## src/rtl/vtp_pkg.sv

```systemverilog
package vtp_pkg;

  localparam int FRAC_BITS_DEF = 16;
  localparam int SCREEN_W_DEF  = 396;
  localparam int SCREEN_H_DEF  = 224;

  localparam int NUM_TRIG = 12;
  localparam int DIV_BITS = 32;

  localparam longint K_B_Q24       = 64'sd21361414;
  localparam longint K_C_Q24       = 64'sd6799549;
  localparam longint K_HALF_PI_Q24 = 64'sd26353589;

  localparam logic [2:0] REG_OBJECT_ANGLES   = 3'd0;
  localparam logic [2:0] REG_OBJECT_SCALE    = 3'd1;
  localparam logic [2:0] REG_OBJECT_POSITION = 3'd2;
  localparam logic [2:0] REG_CAMERA_ANGLES   = 3'd3;
  localparam logic [2:0] REG_CAMERA_POSITION = 3'd4;

  typedef struct packed {
    logic signed [15:0] vertex_x;
    logic signed [15:0] vertex_y;
    logic signed [15:0] vertex_z;
    logic               last_vertex;
  } in_t;

  typedef struct packed {
    logic signed [31:0] screen_x;
    logic signed [31:0] screen_y;
    logic signed [31:0] depth;
    logic               last_out;
  } out_t;

  typedef logic [2:0][31:0] vec_t;
  typedef logic [NUM_TRIG-1:0][31:0] trig_t;

  typedef struct packed {
    vec_t v;
    logic last;
  } pl_t;

  function automatic logic [31:0] fx_mul(input logic [31:0] a, input logic [31:0] b,
                                         input int fb);
    logic signed [63:0] p;
    logic signed [63:0] t;
    p = $signed(a) * $signed(b);
    t = p >>> fb;
    return t[31:0];
  endfunction

  function automatic logic [31:0] fx_from_int(input logic [15:0] v, input int fb);
    logic [31:0] e;
    e = {{16{v[15]}}, v};
    return e << fb;
  endfunction

  function automatic logic [31:0] fx_from_q12(input logic [15:0] v, input int fb);
    logic signed [31:0] e;
    e = {{16{v[15]}}, v};
    if (fb >= 12) begin
      return e << (fb - 12);
    end else begin
      return e >>> (12 - fb);
    end
  endfunction

endpackage

```

## src/rtl/vtp_trig.sv

```systemverilog
module vtp_trig #(
  parameter int FRAC_BITS = vtp_pkg::FRAC_BITS_DEF
) (
  input  logic          clk,
  input  logic          rst_n,
  input  logic          cfg_we,
  input  logic [47:0]   obj_ang,
  input  logic [47:0]   cam_ang,
  output vtp_pkg::trig_t trig,
  output logic          busy
);
  import vtp_pkg::*;

  localparam longint KB_L = K_B_Q24 >>> (24 - FRAC_BITS);
  localparam longint KC_L = -(K_C_Q24 >>> (24 - FRAC_BITS));
  localparam longint HP_L = K_HALF_PI_Q24 >>> (24 - FRAC_BITS);
  localparam logic [31:0] KB      = KB_L[31:0];
  localparam logic [31:0] KC      = KC_L[31:0];
  localparam logic [31:0] HALF_PI = HP_L[31:0];

  logic [3:0]  cnt_r;
  logic        run_r;
  logic        s1_v_r, s2_v_r;
  logic [3:0]  s1_idx_r, s2_idx_r;
  logic [31:0] s1_t1_r, s1_t2_r, s2_t1_r, s2_t3_r;
  trig_t       trig_r;
  logic [15:0] field;
  logic [31:0] a0, a, abs_a;

  always_comb begin
    case (cnt_r[3:1])
      3'd0:    field = obj_ang[15:0];
      3'd1:    field = obj_ang[31:16];
      3'd2:    field = obj_ang[47:32];
      3'd3:    field = cam_ang[15:0];
      3'd4:    field = cam_ang[31:16];
      3'd5:    field = cam_ang[47:32];
      default: field = '0;
    endcase
    a0    = fx_from_q12(field, FRAC_BITS);
    a     = cnt_r[0] ? a0 + HALF_PI : a0;
    abs_a = a[31] ? (~a + 32'd1) : a;
  end

  always_ff @(posedge clk) begin
    if (!rst_n) begin
      run_r  <= 1'b1;
      cnt_r  <= '0;
      s1_v_r <= 1'b0;
      s2_v_r <= 1'b0;
    end else begin
      if (cfg_we) begin
        run_r <= 1'b1;
        cnt_r <= '0;
      end else if (run_r) begin
        cnt_r <= cnt_r + 4'd1;
        if (cnt_r == 4'(NUM_TRIG - 1)) begin
          run_r <= 1'b0;
        end
      end
      s1_v_r <= run_r;
      s2_v_r <= s1_v_r;
    end
  end

  always_ff @(posedge clk) begin
    s1_idx_r <= cnt_r;
    s1_t1_r  <= fx_mul(KB, a, FRAC_BITS);
    s1_t2_r  <= fx_mul(a, abs_a, FRAC_BITS);
    s2_idx_r <= s1_idx_r;
    s2_t1_r  <= s1_t1_r;
    s2_t3_r  <= fx_mul(KC, s1_t2_r, FRAC_BITS);
    if (s2_v_r) begin
      trig_r[s2_idx_r] <= s2_t1_r + s2_t3_r;
    end
  end

  assign trig = trig_r;
  assign busy = run_r | s1_v_r | s2_v_r;

  assert property (@(posedge clk) disable iff (!rst_n) run_r |-> cnt_r < 4'(NUM_TRIG))
    else $error("trig sequencer count out of range");

endmodule

```

## config.mk

```make
export PLATFORM = sky130hd
export DESIGN_NAME = vtp_trig
export DESIGN_NICKNAME = d
export VERILOG_FILES = /design/src/rtl/vtp_pkg.sv /design/src/rtl/vtp_trig.sv
export SDC_FILE = /design/constraint.sdc
export NUM_CORES = 2
export LEC_CHECK = 0
export BUFFER_PORTS_ARGS = -buffer_cell sky130_fd_sc_hd__buf_4
export CORE_MARGIN = 5
export CORE_UTILIZATION = 40
export CTS_CLUSTER_SIZE = 40
export DETAILED_ROUTE_END_ITERATION = 8
export PLACE_DENSITY = 0.56
export SYNTH_ARGS = -nofsm -noshare
export SYNTH_HDL_FRONTEND = slang
export SYNTH_SLANG_ARGS = --single-unit
```

## constraint.sdc

```tcl
create_clock -name clk -period 13.7 [get_ports clk]
set_input_delay 3.425 -clock clk [delete_from_list [all_inputs] [get_ports clk]]
set_output_delay 3.425 -clock clk [all_outputs]
set_load 0.005 [all_outputs]
```

; After elaboration in Yosys (flattened, before gate mapping)
; Cells that the tools add are included.
[totals]
reg_bits = 527
latch_bits = 0
ramBits = 0
rom_bits = 0
inputBits = 99
output_inout_bits = 385
elab_cells = 52
mem_count = 0
[classes]
add_sub_neg = 4
mul = 3
div_mod_pow = 0
magnitude_cmp = 2
n_eq_ne = 6
shifts = 0
mux = 8
n_bitwise = 4
n_reduce_logical = 3
[op_table]
columns = op, n
row1 = $bwmux W384, 1
row2 = $demux W32 S4, 1
row3 = $mux W32, 3
row4 = $pmux W16 S6, 1
row5 = $mul A18 B32 Y48 const A, 1
row6 = $mul A32 B32 Y48, 1
row7 = $mul A10 B32 Y42 const A, 1
row8 = $add A32 B1 Y32 const B, 1
row9 = $add A32 B32 Y32, 1
row10 = $not A32 Y32, 1
row11 = $add A20 B18 Y21 const B, 1
row12 = $eq A3 B2 Y1 const B, 2
row13 = $eq A3 B3 Y1 const B, 2
row14 = $lt A4 B5 Y1 const B, 1
row15 = $add A4 B1 Y4 const B, 1
row16 = $eq A4 B4 Y1 const B, 1
row17 = $ge A4 B1 Y1 const B, 1
row18 = $eq A3 B1 Y1 const B, 1
row19 = $logic_not A3 Y1, 1
row20 = $mux W1, 2
row21 = $or A1 B1 Y1, 2
row22 = $reduce_or A2 Y1, 1
row23 = $logic_and A1 B1 Y1, 1
row24 = $not A1 Y1, 1

; Depth between registers and ports, before layout
[depth]
ltp_word = 8
mapped_depth = 50
ltp_nobuf = 46

; Worst setup path after synthesis
; Ideal clock, no wire load.
[synth_path]
path_type = in2reg
from = in cam_ang[16]
to = reg s1_t2_r[26]
setup_ps = 72
arrival_ps = 12634
required_ps = 13628
setup_slack_ps = 994
path_stages = 41
n_path_buf = 1
path_cell_list = mux2i_1 -> nor3_1 -> nor3_2 -> inv_2 -> ha_1 -> inv_1 -> o31ai_1 -> nand2_1 -> xor2_2 -> clkinv_1 -> ha_1 -> and3_1 -> nand3_1 -> a21oi_1 -> or2_2 -> buf_2 -> nand2_1 -> fa_1 -> (+5 left out) -> inv_1 -> fa_1 -> fa_1 -> fa_1 -> inv_1 -> fa_1 -> inv_1 -> ha_1 -> a21oi_1 -> o21ai_0 -> a21oi_1 -> nand2b_1 -> nand4_1 -> nor2_2 -> o21bai_2 -> a221o_1 -> a21oi_2 -> xnor2_1
[synth_between]
elab_chain_len = 7
[synth_rtl]
columns = item, line
row1 = "start, declared", vtp_trig.sv:8  ; input logic [47:0] cam_ang,
row2 = $pmux W16 S6 *, vtp_trig.sv:31  ; case (cnt_r[3:1])
row3 = $add A20 B18 Y21, vtp_trig.sv:41  ; a = cnt_r[0] ? a0 + HALF_PI : a0;
row4 = $mux W32 *, vtp_trig.sv:41
row5 = $not A32 Y32, vtp_trig.sv:42  ; abs_a = a[31] ? (~a + 32'd1) : a;
row6 = $add A32 B1 Y32, vtp_trig.sv:42
row7 = $mux W32, vtp_trig.sv:42
row8 = $mul A32 B32 Y48 *, vtp_pkg.sv:46  ; p = $signed(a) * $signed(b);
row9 = "end signal, assigned", vtp_trig.sv:69  ; s1_t2_r <= fx_mul(a, abs_a, FRAC_BITS);
row10 = "end, declared", vtp_trig.sv:25  ; logic [31:0] s1_t1_r, s1_t2_r, s2_t1_r, s2_t3_r;
; Every way passes the cells marked *; elsewhere a longest branch is shown, timed or not.
; A chain may end at the register's enable or synchronous reset.

; Final worst setup path
[layout_path]
from = in cam_ang[5]
to = reg s1_t2_r[26]
; The elaborated chain is that of the path after synthesis.

==> results.sh <==
export IMPL_holdWs_ns=0.3218
export IMPL_yosys_top_cells_count="1137 x inv_1, 859 x fa_1, 472 x ha_1"
export IMPL_design_core_area_um2=125200
export IMPL_core_rowCount=130
export IMPL_place_hpwl_mm=111.2
export IMPL_clkTransAtPathRegs_ns=0.07
export IMPL_fin_util_pct=46.80
export IMPL_postRouteAntennaNets=0
export IMPL_yosys_mux_area_fraction_pct=1.013
export IMPL_setup_tns_final_ns=0
export IMPL_maxCapViolCount=0
export IMPL_synth_top_family_by_area="adder cells"
export IMPL_yosys_warnings=0
export IMPL_synth_most_common_cell="inv_1"
export IMPL_ys_ff_latch=527
export IMPL_synth_cells=4433
export IMPL_critPathBufInv=3
export IMPL_syn_to_final_growth_pct=16.60
export IMPL_max_slew_worst_pin_slew_ns=1.260
export IMPL_worstPathRequired_ns=14.22
export IMPL_postCtsHoldBufs=0
export IMPL_wl_per_cell_um=19.76
export IMPL_cpLargestDelayFamily="adder cells"
export IMPL_clockRootBuffer="clkbuf_16"
export IMPL_drive_above_1_share_pct=14.80
export IMPL_skew_ns=0.02319
export IMPL_clock_sinks=527
export IMPL_die_area_um2=132900
export IMPL_run_status="complete, no violations"
export IMPL_maxSlewViolCount=0
export IMPL_postCtsSetupRepairBufs=0
export IMPL_grt_max_degree=45
export IMPL_ioPinCount=484
export IMPL_die_w_um=364.5
export IMPL_hold_class="reg -> reg"
export IMPL_place_area_um2=56990
export IMPL_wl_mm=135.0
export IMPL_grt_pass1_vias=34527
export IMPL_synth_area_per_cell_um2=11.34
export IMPL_finalCritPeriodShare_pct=93.72
export IMPL_max_stage_delay_ns=0.66
export IMPL_synth_area_um2=50270
export IMPL_yosysSeqAreaShare_pct=28.63
export IMPL_crit_fanout=7
export IMPL_dr_pass1_iters=6
export IMPL_relSlewSlack_pct=15.39
export IMPL_synth_xor_area_share_pct=3.684
export IMPL_design_area_um2=58620
export IMPL_slowest_stage="xnor2_1"
export IMPL_yosysTopAreaCell="fa_1"
export IMPL_finalNetCount=6573
export IMPL_cpMostUsedCell="fa_1"
export IMPL_drc=0
export IMPL_synth_simple_area_share_pct=6.548
export IMPL_ys_types=97
export IMPL_synth_edf_count=384
export IMPL_cp_end_kind="register"
export IMPL_tritoncts="yes"
export IMPL_antenna_found_initial=1
export IMPL_ys_flop_type="edfxtp_1"
export IMPL_netlist_area_leader_share_pct=34.21
export IMPL_critPathLaunchType="input port"
export IMPL_grt_setup_unrepaired="false"
export IMPL_die_h_um=364.5
export IMPL_crit_type="in -> reg"
export IMPL_viasPerCell=4.740
export IMPL_grt_pass1_wl_mm=207.3
export IMPL_synth_compound_area_share_pct=4.714
export IMPL_clk_latency_ns=0.59
export IMPL_period_minus_slack_ns=12.84
export IMPL_critPathArrivalTime_ns=13.35
export IMPL_port_buffers=483
export IMPL_num_vias=32381
export IMPL_overflow=0
export IMPL_ys_top_cells_by_area="fa_1 34%, edfxtp_1 23%, ha_1 12%"
export IMPL_setup_viol=0
export IMPL_antenna_cells=0
export IMPL_asyncSetResetFlopFracSynth_pct=0
export IMPL_max_freq_ghz=0.07789
export IMPL_htree_levels=2
export IMPL_place_congestion=0.9083
export IMPL_cts_buffers=46
export IMPL_start_util_pct=40.14
export IMPL_global_route_usage_total_pct=20.39
export IMPL_synth_adder_area_share_pct=45.96
export IMPL_cts_path_max_buffers=3
export IMPL_drt_iter0_drc=1850
export IMPL_cts_resized=0
export IMPL_hold_viol_final=0
## final timing paths
kind         slack (ns)  cells after the start     endpoint        start
max                0.86                     34  s1_t2_r[26]   cam_ang[5]
min                0.32                      0  s2_t1_r[24]  s1_t1_r[24]
max reg2reg        2.55                     34  s1_t2_r[26]     cnt_r[2]
min reg2reg        0.32                      0  s2_t1_r[24]  s1_t1_r[24]
## sequential cells by signal, summed over array words and instances, names as in the netlist, 4 cells and up
| signal | cells |
|---|---|
| cnt_r | 4 |
| trig | 384 |
| s2_idx_r | 4 |
| s1_t2_r | 32 |
| s1_idx_r | 4 |
| s2_t1_r | 32 |
| s2_t3_r | 32 |
| s1_t1_r | 32 |
## stage by stage
stage,worst slack (ns),std cells
global placement,0.4350,6745
detailed placement,0.3545,6745
global route,0.3692,6831
CTS,0.9970,6831
floorplan,0.9941,4597
finish,0.8606,6831
## cell type report
cell class                      count  area [um2]
Fill cell                       11668       66630
Multi-Input combinational cell   2839       31870
Sequential cell                   527       14400
Timing Repair Buffer              578        4339
Inverter                         1151        4320
Tap cell                         1650        2064
Clock buffer                       49        1184
Clock inverter                     37       440.4
## worst reg2reg max path: cells and delay by family (launching register included)
| family | cells | cell delay, ns |
|---|---|---|
| simple gates | 10 | 2.28 |
| xor+xnor | 3 | 0.96 |
| fa+ha+maj | 10 | 4.76 |
| compound gates | 9 | 1.84 |
| flops | 1 | 0.92 |
| buf+inv | 2 | 0.32 |
## per-layer routing
layer  vias up  global-route usage, %  wire length, um
li1      14927                      -                -
met5         -                      0               13
met2      1041                  34.40            63250
met4         2                  4.749             3067
met3       190                  2.786             8752
met1     16221                  28.16            59920
## cell usage in the layout (no fill, tap or decap), types with 13 or more instances in the layout
cell and instances:
inv_1 1137, fa_1 859, buf_4 578, ha_1 472, edfxtp_1 384, nand2_1 287
nor2_1 251, conb_1 166, dfxtp_1 140, xnor2_1 121, a21oi_1 113, xor2_1 60
a21o_1 54, o21ai_0 51, clkbuf_16 47, nand3_1 35, mux2i_1 34, nor3_1 29
nand2b_1 24, o21a_1 17, nand4_1 16, and2_1 15, nor2b_1 15, and3_1 14
o21bai_1 13, inv_2 13
## kinds of logic after synthesis
kind of cell | count (synthesis)
adder cells (fa/ha/maj) | 1331
buffers and inverters | 1231
AND/OR/NAND/NOR | 748
flip-flops | 527
AO/OA/AOI/OAI | 350
XOR/XNOR | 199
multiplexers | 45
other | 2
Power is left out: the tool's default activity adds up to more than one toggle a clock period on the data nets, which glitch-free logic cannot reach.
